==> config.mk <==
export PLATFORM = sky130hd
export DESIGN_NAME = cpu_hotplug_load_governor_top
export DESIGN_NICKNAME = d
export VERILOG_FILES = /design/src/rtl/chlg_pkg.sv /design/src/rtl/chlg_div.sv /design/src/rtl/chlg_datapath.sv /design/src/rtl/chlg_ctrl.sv /design/src/rtl/cpu_hotplug_load_governor_top.sv
export VERILOG_INCLUDE_DIRS = /design/src /design/src/rtl
export SDC_FILE = /design/constraint.sdc
export NUM_CORES = 2
export LEC_CHECK = 0
export BUFFER_PORTS_ARGS = -buffer_cell sky130_fd_sc_hd__buf_2
export CAP_MARGIN = 20
export CORE_MARGIN = 2
export CORE_UTILIZATION = 61
export DETAILED_ROUTE_END_ITERATION = 12
export MAX_ROUTING_LAYER = met4
export PLACE_DENSITY = 0.84
export SYNTH_ARGS = -nofsm -noshare
export SYNTH_HDL_FRONTEND = slang
export SYNTH_SLANG_ARGS = --single-unit
==> constraint.sdc <==
create_clock -name i_clk -period 20.8 [get_ports i_clk]
set_clock_uncertainty 0.1 [all_clocks]
set_input_delay 4.16 -clock i_clk [delete_from_list [all_inputs] [get_ports i_clk]]
set_output_delay 4.16 -clock i_clk [all_outputs]
set_load 0.005 [all_outputs]
==> src/rtl/cpu_hotplug_load_governor_top_defines.svh <==
// assertion macros shared by the governor rtl
// no dependencies
`ifndef CPU_HOTPLUG_LOAD_GOVERNOR_TOP_DEFINES_SVH
`define CPU_HOTPLUG_LOAD_GOVERNOR_TOP_DEFINES_SVH

// implication checked on every clock edge outside reset
`define CHLG_ASSERT_IMP(lbl, clk, rst_n, ante, cons) \
    lbl: assert property (@(posedge clk) disable iff (!rst_n) (ante) |-> (cons)) \
        else $error("assertion failed");

// next-cycle implication
`define CHLG_ASSERT_NXT(lbl, clk, rst_n, ante, cons) \
    lbl: assert property (@(posedge clk) disable iff (!rst_n) (ante) |=> (cons)) \
        else $error("assertion failed");

`endif

==> src/rtl/chlg_pkg.sv <==
// shared types, constants and tables of the hotplug governor
// no dependencies
`timescale 1ns / 1ps
`default_nettype none
package chlg_pkg;
    localparam int NumCpusMax = 4;
    localparam int NumCpusDef = 4;

    localparam logic [1:0] ACT_NONE = 2'd0;
    localparam logic [1:0] ACT_UP   = 2'd1;
    localparam logic [1:0] ACT_DOWN = 2'd2;

    localparam logic [2:0] REG_LOCKED  = 3'd0;
    localparam logic [2:0] REG_TEST    = 3'd1;
    localparam logic [2:0] REG_EXCLUDE = 3'd2;
    localparam logic [2:0] REG_DISPLAY = 3'd3;
    localparam logic [2:0] REG_MINFREQ = 3'd4;
    localparam logic [2:0] REG_FULLPERF = 3'd5;
    localparam logic [2:0] REG_LOWMIN  = 3'd6;
    localparam logic [2:0] REG_PRESENT = 3'd7;

    // datapath commands
    typedef enum logic [2:0] {
        CMD_IDLE,
        CMD_LOAD,    // capture the request
        CMD_CPU,     // sample one cpu, start load divide
        CMD_ACC,     // accumulate load quotient
        CMD_MUL,     // clock times sum
        CMD_AVG      // start average divide
    } t_cmd;

    typedef struct packed {
        t_cmd       cmd;
        logic [1:0] cpu;
    } t_ctl;

    typedef struct packed {
        logic       div_busy;
        logic       bad_sample;
    } t_sts;

    function automatic logic [6:0] thr_low(input logic [1:0] r);
        unique case (r)
            2'd0: thr_low = 7'd0;
            2'd1: thr_low = 7'd6;
            2'd2: thr_low = 7'd27;
            default: thr_low = 7'd40;
        endcase
    endfunction

    function automatic logic [6:0] thr_high(input logic [1:0] r);
        unique case (r)
            2'd0: thr_high = 7'd15;
            2'd1: thr_high = 7'd33;
            2'd2: thr_high = 7'd45;
            default: thr_high = 7'd100;
        endcase
    endfunction

    function automatic logic [2:0] rate_up(input logic [1:0] r);
        unique case (r)
            2'd0: rate_up = 3'd1;
            2'd1: rate_up = 3'd4;
            2'd2: rate_up = 3'd4;
            default: rate_up = 3'd2;
        endcase
    endfunction

    function automatic logic [2:0] rate_down(input logic [1:0] r);
        unique case (r)
            2'd0: rate_down = 3'd1;
            2'd1: rate_down = 3'd4;
            2'd2: rate_down = 3'd2;
            default: rate_down = 3'd1;
        endcase
    endfunction

    // clamp a small signed count to 0..3
    function automatic logic [1:0] clamp_idx(input logic signed [3:0] v);
        if (v < 0) begin
            clamp_idx = 2'd0;
        end else if (v > 3) begin
            clamp_idx = 2'd3;
        end else begin
            clamp_idx = v[1:0];
        end
    endfunction
endpackage
`default_nettype wire

==> src/rtl/chlg_div.sv <==
// shared restoring divider, one quotient bit per cycle
// depends on nothing
`timescale 1ns / 1ps
`default_nettype none
module chlg_div (
    input  wire logic        i_clk,
    input  wire logic        i_rst_n,
    input  wire logic        i_start,
    input  wire logic [63:0] i_num,
    input  wire logic [31:0] i_den,
    output logic             o_busy,
    output logic [63:0]      o_quo
);
    logic [6:0]  r_cnt, n_cnt;
    logic [63:0] r_q, n_q;
    logic [32:0] r_rem, n_rem;
    logic [31:0] r_den;
    logic [32:0] w_try;
    logic [33:0] w_sub;

    always_comb begin
        w_try = {r_rem[31:0], r_q[63]};
        w_sub = {1'b0, w_try} - {2'b0, r_den};
        n_cnt = r_cnt;
        n_q   = r_q;
        n_rem = r_rem;
        if (r_cnt != 7'd0) begin
            n_cnt = r_cnt - 7'd1;
            if (!w_sub[33]) begin
                n_rem = w_sub[32:0];
                n_q   = {r_q[62:0], 1'b1};
            end else begin
                n_rem = w_try;
                n_q   = {r_q[62:0], 1'b0};
            end
        end
    end

    always_ff @(posedge i_clk) begin
        if (!i_rst_n) begin
            r_cnt <= 7'd0;
        end else if (i_start) begin
            r_cnt <= 7'd64;
        end else begin
            r_cnt <= n_cnt;
        end
        if (i_start) begin
            r_q   <= i_num;
            r_rem <= 33'd0;
            r_den <= i_den;
        end else begin
            r_q   <= n_q;
            r_rem <= n_rem;
        end
    end

    assign o_busy = (r_cnt != 7'd0);
    assign o_quo  = r_q;
endmodule
`default_nettype wire

==> src/rtl/chlg_datapath.sv <==
// sample registers, previous times, load sum and minimum, average divide
// depends on chlg_pkg and chlg_div
`timescale 1ns / 1ps
`default_nettype none
`include "cpu_hotplug_load_governor_top_defines.svh"
module chlg_datapath #(
    parameter int NUM_CPUS = chlg_pkg::NumCpusDef
) (
    input  wire logic              i_clk,
    input  wire logic              i_rst_n,
    input  wire chlg_pkg::t_ctl    i_ctl,
    input  wire logic [63:0]       i_idle [NUM_CPUS],
    input  wire logic [63:0]       i_wall [NUM_CPUS],
    input  wire logic [31:0]       i_clock_khz,
    input  wire logic [31:0]       i_full_perf,
    output chlg_pkg::t_sts         o_sts,
    output logic [6:0]             o_min,
    output logic [63:0]            o_avg
);
    logic [63:0] r_prev_idle [NUM_CPUS];
    logic [63:0] r_prev_wall [NUM_CPUS];
    logic [63:0] r_idle [NUM_CPUS];
    logic [63:0] r_wall [NUM_CPUS];
    logic [31:0] r_clk;
    logic [9:0]  r_sum;
    logic [6:0]  r_min;
    logic [41:0] r_prod;
    logic        r_bad;
    logic [31:0] w_di, w_dw, w_dwn, w_den;
    logic [63:0] w_num, w_quo;
    logic        w_start, w_busy;
    logic [6:0]  w_ld;
    logic [1:0]  w_cpu;

    assign w_cpu = i_ctl.cpu;
    assign w_di  = r_idle[w_cpu] [31:0] - r_prev_idle[w_cpu][31:0];
    assign w_dw  = r_wall[w_cpu] [31:0] - r_prev_wall[w_cpu][31:0];
    assign w_dwn = (w_dw == 32'd0) ? 32'd1 : w_dw;
    assign w_ld  = w_quo[6:0];

    always_comb begin
        w_start = 1'b0;
        w_num   = 64'd0;
        w_den   = 32'd1;
        if (i_ctl.cmd == chlg_pkg::CMD_CPU) begin
            w_start = 1'b1;
            w_num   = 64'(w_dwn - w_di) * 64'd100;
            w_den   = w_dwn;
        end else if (i_ctl.cmd == chlg_pkg::CMD_AVG) begin
            w_start = 1'b1;
            w_num   = {22'd0, r_prod};
            w_den   = (i_full_perf == 32'd0) ? 32'd1 : i_full_perf;
        end
    end

    chlg_div u_div (
        .i_clk  (i_clk),
        .i_rst_n(i_rst_n),
        .i_start(w_start),
        .i_num  (w_num),
        .i_den  (w_den),
        .o_busy (w_busy),
        .o_quo  (w_quo)
    );

    always_ff @(posedge i_clk) begin
        if (!i_rst_n) begin
            for (int k = 0; k < NUM_CPUS; k++) begin
                r_prev_idle[k] <= 64'd0;
                r_prev_wall[k] <= 64'd0;
            end
            r_bad <= 1'b0;
            r_sum <= 10'd0;
            r_min <= 7'd100;
        end else begin
            unique case (i_ctl.cmd)
                chlg_pkg::CMD_LOAD: begin
                    for (int k = 0; k < NUM_CPUS; k++) begin
                        r_idle[k] <= i_idle[k];
                        r_wall[k] <= i_wall[k];
                    end
                    r_clk <= i_clock_khz;
                    r_sum <= 10'd0;
                    r_min <= 7'd100;
                    r_bad <= 1'b0;
                end
                chlg_pkg::CMD_CPU: begin
                    r_prev_idle[w_cpu] <= r_idle[w_cpu];
                    r_prev_wall[w_cpu] <= r_wall[w_cpu];
                    r_bad <= (w_dw < w_di);
                end
                chlg_pkg::CMD_ACC: begin
                    r_sum <= r_sum + 10'(w_ld);
                    if (w_ld < r_min) begin
                        r_min <= w_ld;
                    end
                end
                chlg_pkg::CMD_MUL: begin
                    r_prod <= 42'(r_clk) * 42'(r_sum);
                end
                default: begin
                end
            endcase
        end
    end

    assign o_sts = '{div_busy: w_busy, bad_sample: r_bad};
    assign o_min = r_min;
    assign o_avg = w_quo;

    `CHLG_ASSERT_IMP(a_min_range, i_clk, i_rst_n, 1'b1, r_min <= 7'd100)
    `CHLG_ASSERT_NXT(a_div_start, i_clk, i_rst_n, w_start, w_busy)
    `CHLG_ASSERT_IMP(a_sum_range, i_clk, i_rst_n, 1'b1, r_sum <= 10'd400)
endmodule
`default_nettype wire

==> src/rtl/chlg_ctrl.sv <==
// tick sequencer: handshake, sampling order, decision, cpu choice, results
// depends on chlg_pkg
`timescale 1ns / 1ps
`default_nettype none
`include "cpu_hotplug_load_governor_top_defines.svh"
module chlg_ctrl #(
    parameter int NUM_CPUS = chlg_pkg::NumCpusDef
) (
    input  wire logic           i_clk,
    input  wire logic           i_rst_n,
    input  wire logic           i_in_valid,
    output logic                o_in_ready,
    input  wire logic [3:0]     i_online_mask,
    input  wire logic [15:0]    i_runnable_tasks,
    input  wire logic [31:0]    i_clock_khz,
    input  wire logic           i_locked,
    input  wire logic           i_test,
    input  wire logic [3:0]     i_exclude,
    input  wire logic           i_display,
    input  wire logic [31:0]    i_min_freq,
    input  wire logic [6:0]     i_low_min,
    input  wire logic [3:0]     i_present,
    output chlg_pkg::t_ctl      o_ctl,
    input  wire chlg_pkg::t_sts i_sts,
    input  wire logic [6:0]     i_min,
    input  wire logic [63:0]    i_avg,
    output logic                o_out_valid,
    input  wire logic           i_out_ready,
    output logic [1:0]          o_action,
    output logic [1:0]          o_cpu_index,
    output logic [2:0]          o_next_delay_tenths,
    output logic                o_last
);
    typedef enum logic [3:0] {
        S_IDLE, S_LOAD, S_CPU, S_WAITL, S_ACC, S_MUL, S_AVG, S_WAITA, S_DEC,
        S_OUT
    } t_state;

    localparam logic [3:0] AllMask = 4'((1 << NUM_CPUS) - 1);

    t_state      r_state;
    logic [3:0]  r_onl, r_free, r_pres;
    logic [15:0] r_runq;
    logic [31:0] r_clk;
    logic [2:0]  r_n;
    logic [1:0]  r_cpu;
    logic [1:0]  r_cc;
    logic [2:0]  r_delay;
    logic [1:0]  r_act  [3];
    logic [1:0]  r_idx  [3];
    logic [1:0]  r_cnt, r_pos;
    logic        r_out_valid;

    logic [3:0]  w_pres, w_onl;
    logic [2:0]  w_n;
    logic [1:0]  w_row;
    logic [6:0]  w_tl, w_th;
    logic        w_out_path, w_up;
    logic [2:0]  w_cc;
    logic [63:0] w_navg;

    assign w_pres = i_present & AllMask;
    assign w_onl  = i_online_mask & w_pres;
    assign w_n    = 3'(w_onl[0]) + 3'(w_onl[1]) + 3'(w_onl[2]) + 3'(w_onl[3]);
    assign w_row  = chlg_pkg::clamp_idx(4'(r_n) - 4'sd1);
    assign w_tl   = chlg_pkg::thr_low(w_row);
    assign w_th   = chlg_pkg::thr_high(w_row);
    // online count is at most four, so shift and add
    assign w_navg = (r_n[0] ? i_avg : 64'd0) + (r_n[1] ? {i_avg[62:0], 1'b0} : 64'd0)
                  + (r_n[2] ? {i_avg[61:0], 2'b0} : 64'd0);

    always_comb begin
        w_out_path = 1'b0;
        w_up       = 1'b0;
        if (r_n > 3'd1 && i_avg < 64'(w_tl)) begin
            w_out_path = 1'b1;
        end else if (32'(r_runq) > 32'(r_n) && i_avg > 64'(w_th) && r_clk > i_min_freq) begin
            w_up = 1'b1;
        end else if (r_n > 3'd1 && i_min < i_low_min) begin
            w_out_path = (w_navg < 64'd100 * 64'(r_n - 3'd1));
        end
        w_cc = 3'(r_cc) + ((i_avg <= 64'd10) ? 3'd2 : 3'd1);
    end

    always_ff @(posedge i_clk) begin
        if (!i_rst_n) begin
            r_state     <= S_IDLE;
            r_cc        <= 2'd0;
            r_delay     <= 3'd1;
            r_out_valid <= 1'b0;
            r_cnt       <= 2'd0;
            r_pos       <= 2'd0;
        end else begin
            unique case (r_state)
                S_IDLE: begin
                    if (i_in_valid) begin
                        r_onl  <= w_onl;
                        r_pres <= w_pres;
                        r_free <= w_pres & ~i_exclude;
                        r_runq <= i_runnable_tasks;
                        r_clk  <= i_clock_khz;
                        r_n    <= w_n;
                        r_cnt  <= 2'd0;
                        r_pos  <= 2'd0;
                        r_cpu  <= 2'd0;
                        r_state <= S_LOAD;
                    end
                end
                S_LOAD: begin
                    if (i_test) begin
                        // toggle 3, 2, 1 in turn
                        logic [1:0] c;
                        logic [2:0] d;
                        c = 2'd0;
                        d = r_delay;
                        for (int i = 3; i >= 1; i--) begin
                            if (r_free[i]) begin
                                r_idx[c] <= 2'(i);
                                if (!r_onl[i]) begin
                                    r_act[c] <= chlg_pkg::ACT_UP;
                                    if (i != 1) begin
                                        d = chlg_pkg::rate_up(chlg_pkg::clamp_idx(4'(r_n)));
                                    end
                                end else begin
                                    r_act[c] <= chlg_pkg::ACT_DOWN;
                                    if (i != 1) begin
                                        d = chlg_pkg::rate_down(
                                            chlg_pkg::clamp_idx(4'(r_n) - 4'sd1));
                                    end
                                end
                                c = c + 2'd1;
                            end
                        end
                        r_delay <= d;
                        r_cnt   <= c;
                        r_state <= S_OUT;
                    end else if (i_locked) begin
                        r_state <= S_OUT;
                    end else begin
                        r_state <= S_CPU;
                    end
                end
                S_CPU: begin
                    if (32'(r_cpu) >= NUM_CPUS) begin
                        r_state <= S_MUL;
                    end else if (r_onl[r_cpu]) begin
                        r_state <= S_WAITL;
                    end else if (32'(r_cpu) == NUM_CPUS - 1) begin
                        r_state <= S_MUL;
                    end else begin
                        r_cpu <= r_cpu + 2'd1;
                    end
                end
                S_WAITL: begin
                    if (i_sts.bad_sample) begin
                        r_state <= S_OUT;
                    end else if (!i_sts.div_busy) begin
                        r_state <= S_ACC;
                    end
                end
                S_ACC: begin
                    if (32'(r_cpu) == NUM_CPUS - 1) begin
                        r_state <= S_MUL;
                    end else begin
                        r_cpu   <= r_cpu + 2'd1;
                        r_state <= S_CPU;
                    end
                end
                S_MUL: r_state <= S_AVG;
                S_AVG: r_state <= S_WAITA;
                S_WAITA: begin
                    if (!i_sts.div_busy) begin
                        r_state <= S_DEC;
                    end
                end
                S_DEC: begin
                    logic [1:0] dn;
                    logic       found;
                    dn = chlg_pkg::ACT_NONE;
                    found = 1'b0;
                    if (w_up) begin
                        r_cc <= 2'd0;
                        dn = chlg_pkg::ACT_UP;
                    end else if (w_out_path) begin
                        if (w_cc > 3'd1) begin
                            r_cc <= 2'd0;
                            dn = chlg_pkg::ACT_DOWN;
                        end else begin
                            r_cc <= w_cc[1:0];
                        end
                    end
                    if (dn == chlg_pkg::ACT_UP) begin
                        // lowest offline cpu first
                        for (int i = 1; i <= 3; i++) begin
                            if (!found && r_free[i] && !r_onl[i]) begin
                                found = 1'b1;
                                r_act[0] <= chlg_pkg::ACT_UP;
                                r_idx[0] <= 2'(i);
                                r_cnt    <= 2'd1;
                                r_delay  <= chlg_pkg::rate_up(chlg_pkg::clamp_idx(4'(r_n)));
                            end
                        end
                    end else if (dn == chlg_pkg::ACT_DOWN) begin
                        // highest online cpu first
                        for (int i = 3; i >= 1; i--) begin
                            if (!found && r_free[i] && r_onl[i]) begin
                                found = 1'b1;
                                if (!(i == 1 && r_pres[2] && i_display)) begin
                                    r_act[0] <= chlg_pkg::ACT_DOWN;
                                    r_idx[0] <= 2'(i);
                                    r_cnt    <= 2'd1;
                                    r_delay  <= chlg_pkg::rate_down(
                                        chlg_pkg::clamp_idx(4'(r_n) - 4'sd2));
                                end
                            end
                        end
                    end
                    r_state <= S_OUT;
                end
                S_OUT: begin
                    if (!r_out_valid) begin
                        r_out_valid <= 1'b1;
                        if (r_cnt == 2'd0) begin
                            r_act[0] <= chlg_pkg::ACT_NONE;
                            r_idx[0] <= 2'd0;
                            r_cnt    <= 2'd1;
                        end
                    end else if (i_out_ready) begin
                        if (r_pos == r_cnt - 2'd1) begin
                            r_out_valid <= 1'b0;
                            r_state     <= S_IDLE;
                        end else begin
                            r_pos <= r_pos + 2'd1;
                        end
                    end
                end
                default: r_state <= S_IDLE;
            endcase
        end
    end

    always_comb begin
        o_ctl.cmd = chlg_pkg::CMD_IDLE;
        o_ctl.cpu = r_cpu;
        if (r_state == S_IDLE && i_in_valid) begin
            o_ctl.cmd = chlg_pkg::CMD_LOAD;
        end else if (r_state == S_CPU && 32'(r_cpu) < NUM_CPUS && r_onl[r_cpu]) begin
            o_ctl.cmd = chlg_pkg::CMD_CPU;
        end else if (r_state == S_ACC) begin
            o_ctl.cmd = chlg_pkg::CMD_ACC;
        end else if (r_state == S_MUL) begin
            o_ctl.cmd = chlg_pkg::CMD_MUL;
        end else if (r_state == S_AVG) begin
            o_ctl.cmd = chlg_pkg::CMD_AVG;
        end
    end

    assign o_in_ready          = (r_state == S_IDLE);
    assign o_out_valid         = r_out_valid;
    assign o_action            = r_act[r_pos];
    assign o_cpu_index         = r_idx[r_pos];
    assign o_next_delay_tenths = r_delay;
    assign o_last              = (r_pos == r_cnt - 2'd1);

    `CHLG_ASSERT_IMP(a_out_in_out, i_clk, i_rst_n, r_out_valid, r_state == S_OUT)
    `CHLG_ASSERT_IMP(a_delay_rng, i_clk, i_rst_n, 1'b1, r_delay != 3'd0 && r_delay <= 3'd4)
    `CHLG_ASSERT_IMP(a_pos_rng, i_clk, i_rst_n, r_out_valid, r_pos < r_cnt)
endmodule
`default_nettype wire

==> src/rtl/cpu_hotplug_load_governor_top.sv <==
// A tick is taken when in_valid and in_ready meet; the block then works alone on it and
// gives one to three results. Unlocked, each online CPU takes a pass through the
// shared 64-step divider (load percentage), plus one more for the frequency-scaled
// average; locked or test-mode ticks skip the divider. A new request is taken only
// once the last result of a tick is delivered.
// Registers sit on the APB port at 4*index; pready is always high.
// depends on chlg_pkg, chlg_ctrl, chlg_datapath, chlg_div
`timescale 1ns / 1ps
`default_nettype none
module cpu_hotplug_load_governor_top #(
    parameter int NUM_CPUS = chlg_pkg::NumCpusDef
) (
    input  wire logic        i_clk,
    input  wire logic        i_rst_n,
    input  wire logic        psel,
    input  wire logic        penable,
    input  wire logic        pwrite,
    input  wire logic [4:0]  paddr,
    input  wire logic [31:0] pwdata,
    output logic [31:0]      prdata,
    output logic             pready,
    input  wire logic        i_in_valid,
    output logic             o_in_ready,
    input  wire logic [63:0] i_idle_us_0,
    input  wire logic [63:0] i_idle_us_1,
    input  wire logic [63:0] i_idle_us_2,
    input  wire logic [63:0] i_idle_us_3,
    input  wire logic [63:0] i_wall_us_0,
    input  wire logic [63:0] i_wall_us_1,
    input  wire logic [63:0] i_wall_us_2,
    input  wire logic [63:0] i_wall_us_3,
    input  wire logic [3:0]  i_online_mask,
    input  wire logic [15:0] i_runnable_tasks,
    input  wire logic [31:0] i_clock_khz,
    output logic             o_out_valid,
    input  wire logic        i_out_ready,
    output logic [1:0]       o_action,
    output logic [1:0]       o_cpu_index,
    output logic [2:0]       o_next_delay_tenths,
    output logic             o_last
);
    logic        r_locked, r_test, r_display;
    logic [3:0]  r_exclude, r_present;
    logic [31:0] r_min_freq, r_full_perf;
    logic [6:0]  r_low_min;
    logic [2:0]  w_addr;
    logic [63:0] w_idle_all [4];
    logic [63:0] w_wall_all [4];
    logic [63:0] w_idle [NUM_CPUS];
    logic [63:0] w_wall [NUM_CPUS];
    chlg_pkg::t_ctl w_ctl;
    chlg_pkg::t_sts w_sts;
    logic [6:0]  w_min;
    logic [63:0] w_avg;

    assign w_addr = paddr[4:2];
    assign pready = 1'b1;

    always_ff @(posedge i_clk) begin
        if (!i_rst_n) begin
            r_locked    <= 1'b1;
            r_test      <= 1'b0;
            r_exclude   <= 4'd0;
            r_display   <= 1'b0;
            r_min_freq  <= 32'd96000;
            r_full_perf <= 32'd4000000;
            r_low_min   <= 7'd20;
            r_present   <= 4'd15;
        end else if (psel && penable && pwrite) begin
            unique case (w_addr)
                chlg_pkg::REG_LOCKED:   r_locked    <= pwdata[0];
                chlg_pkg::REG_TEST:     r_test      <= pwdata[0];
                chlg_pkg::REG_EXCLUDE:  r_exclude   <= pwdata[3:0];
                chlg_pkg::REG_DISPLAY:  r_display   <= pwdata[0];
                chlg_pkg::REG_MINFREQ:  r_min_freq  <= pwdata;
                chlg_pkg::REG_FULLPERF: r_full_perf <= pwdata;
                chlg_pkg::REG_LOWMIN:   r_low_min   <= pwdata[6:0];
                chlg_pkg::REG_PRESENT:  r_present   <= pwdata[3:0];
                default: begin
                end
            endcase
        end
    end

    always_comb begin
        unique case (w_addr)
            chlg_pkg::REG_LOCKED:   prdata = {31'd0, r_locked};
            chlg_pkg::REG_TEST:     prdata = {31'd0, r_test};
            chlg_pkg::REG_EXCLUDE:  prdata = {28'd0, r_exclude};
            chlg_pkg::REG_DISPLAY:  prdata = {31'd0, r_display};
            chlg_pkg::REG_MINFREQ:  prdata = r_min_freq;
            chlg_pkg::REG_FULLPERF: prdata = r_full_perf;
            chlg_pkg::REG_LOWMIN:   prdata = {25'd0, r_low_min};
            default:                prdata = {28'd0, r_present};
        endcase
    end

    assign w_idle_all = '{i_idle_us_0, i_idle_us_1, i_idle_us_2, i_idle_us_3};
    assign w_wall_all = '{i_wall_us_0, i_wall_us_1, i_wall_us_2, i_wall_us_3};
    always_comb begin
        for (int k = 0; k < NUM_CPUS; k++) begin
            w_idle[k] = w_idle_all[k];
            w_wall[k] = w_wall_all[k];
        end
    end

    chlg_datapath #(.NUM_CPUS(NUM_CPUS)) u_dp (
        .i_clk      (i_clk),
        .i_rst_n    (i_rst_n),
        .i_ctl      (w_ctl),
        .i_idle     (w_idle),
        .i_wall     (w_wall),
        .i_clock_khz(i_clock_khz),
        .i_full_perf(r_full_perf),
        .o_sts      (w_sts),
        .o_min      (w_min),
        .o_avg      (w_avg)
    );

    chlg_ctrl #(.NUM_CPUS(NUM_CPUS)) u_ctrl (
        .i_clk              (i_clk),
        .i_rst_n            (i_rst_n),
        .i_in_valid         (i_in_valid),
        .o_in_ready         (o_in_ready),
        .i_online_mask      (i_online_mask),
        .i_runnable_tasks   (i_runnable_tasks),
        .i_clock_khz        (i_clock_khz),
        .i_locked           (r_locked),
        .i_test             (r_test),
        .i_exclude          (r_exclude),
        .i_display          (r_display),
        .i_min_freq         (r_min_freq),
        .i_low_min          (r_low_min),
        .i_present          (r_present),
        .o_ctl              (w_ctl),
        .i_sts              (w_sts),
        .i_min              (w_min),
        .i_avg              (w_avg),
        .o_out_valid        (o_out_valid),
        .i_out_ready        (i_out_ready),
        .o_action           (o_action),
        .o_cpu_index        (o_cpu_index),
        .o_next_delay_tenths(o_next_delay_tenths),
        .o_last             (o_last)
    );
endmodule
`default_nettype wire
==> flow_summary.toml <==
[critical_path]
critical_path_class = "reg -> reg"
cp-start-kind = "flip-flop"
arrival_ps = 13860
required_ps = 21110
path_max_fanout = 98
cp-end-kind = "flip-flop"
path_common_cell = "ha_1"
crit_path_top_delay_cell = "dfxtp_4"
slowest_delay_ps = 760

[floorplan]
fp.dieW_um = 334
ios = 651
chipHeight_um = 334
core-area_sq_mm = 0.108
dieArea_sq_mm = 0.111
fp-row-count = 120
initial_core_util = 0.617

[grt]
grt_pass1_vias = 50900
antenna_found_initial = 15
grt.total_usage = 0.337
grt_max_degree = 178
grt_pass1_wl_um = 282000
grt-ovfl-total = 0

[job]
max-cap-violations = 0

[placement]
numPortBuffers = 391
place_area_sq_mm = 0.0695
gp_congestion = 0.988
hpwl_um = 137000

[timing]
max_freq_mhz = 73.8
final_max_slew_viol_count = 0
final-setup-viol-count = 0
hold_viol = 0
min_period_ps = 13550
worstMarginPinSlew_ps = 1050
finalCritPeriodShare = 0.651
tns_ps = 0
max_slew_margin = 0.291
rsz0062_at_grt = "false"

[run_status]
outcome = "completed"

[route]
drt-wirelength-per-cell_um = 22.1
drtIter0Drc = 5616
via_per_inst = 6.20
drcViolationCount = 0
vias = 50900
drt_wl_total_um = 182000
first_pass_iters = 9
drtAntennaViolNets = 0

[synthesis]
synthFlopType = "edfxtp_1"
synth_area_leaders = "edfxtp_1 (34%), ha_1 (11%), fa_1 (10%), dfxtp_1 (4.9%), mux4_2 (4.5%)"
syn_avg_cell_area_sq_um = 10.3
ys_seq_area_frac = 0.388
async_flop_share = 0
synth_top_area_frac = 0.339
syn_nets = 7950
synth-edff-count = 749
yosysUniqueCellTypes = 91
ys_warn_count = 0
netlist_area_sq_mm = 0.0663
ys_ff_latch = 910
yosys.area.top_type = "edfxtp_1"
synthCells = 6439

[clock_network]
path_clk_slew_ps = 60
cts_buffer_depth = 3
cts_hold_buf = 0
cts_setup_buffers = 0
ctsResizeCount = 0
clock-root-buffer = "clkbuf_16"
clk_latency_ps = 740
cts_tree = "yes"
cts.sinks = 910
ctsHtreeMaxLevel = 3
cts_buffers = 97

[finish]
nNetsFinal = 8221
multi_input_area_sq_mm = 0.0368
area_growth_pct = 9.67
seq_area_sq_mm = 0.0257
nFillCells = 8024
final_area_sq_mm = 0.0727
drive_gt1_frac = 0.117

[worst_hold_path]
min_path_type = "reg -> reg"
[synth_stat cells, types with 52 or more instances]
library cell and instances:
o21ai_0 228, o21bai_1 52, inv_1 755, nor3_1 70
edfxtp_1 749, dfxtp_1 161, nand3_1 96, xor2_1 115
a21oi_1 372, nand2b_1 59, and2_1 182, ha_1 560
a21o_1 183, clkbuf_1 238, mux4_2 132, nand4_1 59
nand2_1 769, nor2b_1 55, fa_1 343, a22o_1 59
xnor2_1 160, mux2i_1 56, nor2_1 421
[state kept, by name, summed over array words and instances (netlist names), 42 cells and up, named ones only]
name              flops
u_dp.r_prod          42
u_dp.r_wall         128
u_dp.r_idle         128
u_dp.r_prev_wall    128
u_dp.u_div.o_quo     64
u_dp.r_prev_idle    128
[placed cells by master, fill, tap and decap left out, types with 36 or more instances in the layout]
cell,n
a21o_1,183
a21oi_1,372
a22o_1,59
a22oi_1,42
a31oi_1,36
and2_1,182
buf_2,391
buf_4,46
clkbuf_16,97
dfxtp_1,159
edfxtp_1,749
fa_1,343
ha_1,560
inv_1,755
mux2i_1,56
mux4_2,132
nand2_1,768
nand2b_1,57
nand3_1,95
nand4_1,59
nor2_1,415
nor2b_1,55
nor3_1,69
nor4_1,39
o21a_1,45
o21ai_0,224
o21bai_1,52
xnor2_1,160
xor2_1,115
[cell families (layout without fill, tap and decap cells)]
group                    Yosys count  in the layout  share of synthesized area
adder cells (fa/ha/maj)          903            903                      0.209
XOR/XNOR                         275            275                     0.0363
flip-flops                       910            910                      0.388
AND/OR/NAND/NOR                 1864           1864                      0.129
other                              1             13                  0.0000566
buffers and inverters           1026           1378                     0.0585
multiplexers                     193            193                     0.0541
AO/OA/AOI/OAI                   1267           1267                      0.125
[layer usage]
metal  global-route usage  routed length (um)
met1                0.429               69700
met2                0.524               84400
met3               0.0667               18400
met4                0.154                9050
met5                    -                   0
[stage by stage]
step                      hold WS, ps  setup WS [ps]   util  cells
final                             366           7250  0.676   8206
after global routing              394           6440  0.676   8205
after CTS                         367           7230  0.675   8191
after detailed placement          352           7320  0.646   8011
after global placement            336           7430  0.646   8011
after floorplan                   323           2870      -   6439
[final cells by class]
cell class,count,share of cell area
diodes,12,0.000413
clock buffers,127,0.0356
clock inverters,53,0.00748
inverters,756,0.0390
multi-input cells,4503,0.506
flip-flops and latches,910,0.354
well taps,1403,0.0241
repair buffers,442,0.0332
[final timing paths]
path	cells past startpoint	endpoint	slack [ps]	from
max	44	u_dp.u_div.o_quo[41]	7250	flip-flop
min	2	u_ctrl.r_idx[1][1]	370	u_ctrl.r_idx[1][1]
max reg2reg	44	u_dp.u_div.o_quo[41]	7250	flip-flop
min reg2reg	2	u_ctrl.r_idx[1][1]	370	u_ctrl.r_idx[1][1]
[worst max-delay path: cells and delay by family, from the launching register on]
| family | cells | cell delay (ps) |
|---|---|---|
| XOR/XNOR | 2 | 450 |
| buffers and inverters | 5 | 860 |
| AO/OA/AOI/OAI | 21 | 5390 |
| flip-flops | 1 | 760 |
| adder cells (fa/ha/maj) | 7 | 2310 |
| AND/OR/NAND/NOR | 8 | 2580 |
| multiplexers | 1 | 650 |
Power is left out: the tool's default activity adds up to more than one toggle a clock period on the data nets, which glitch-free logic cannot reach.
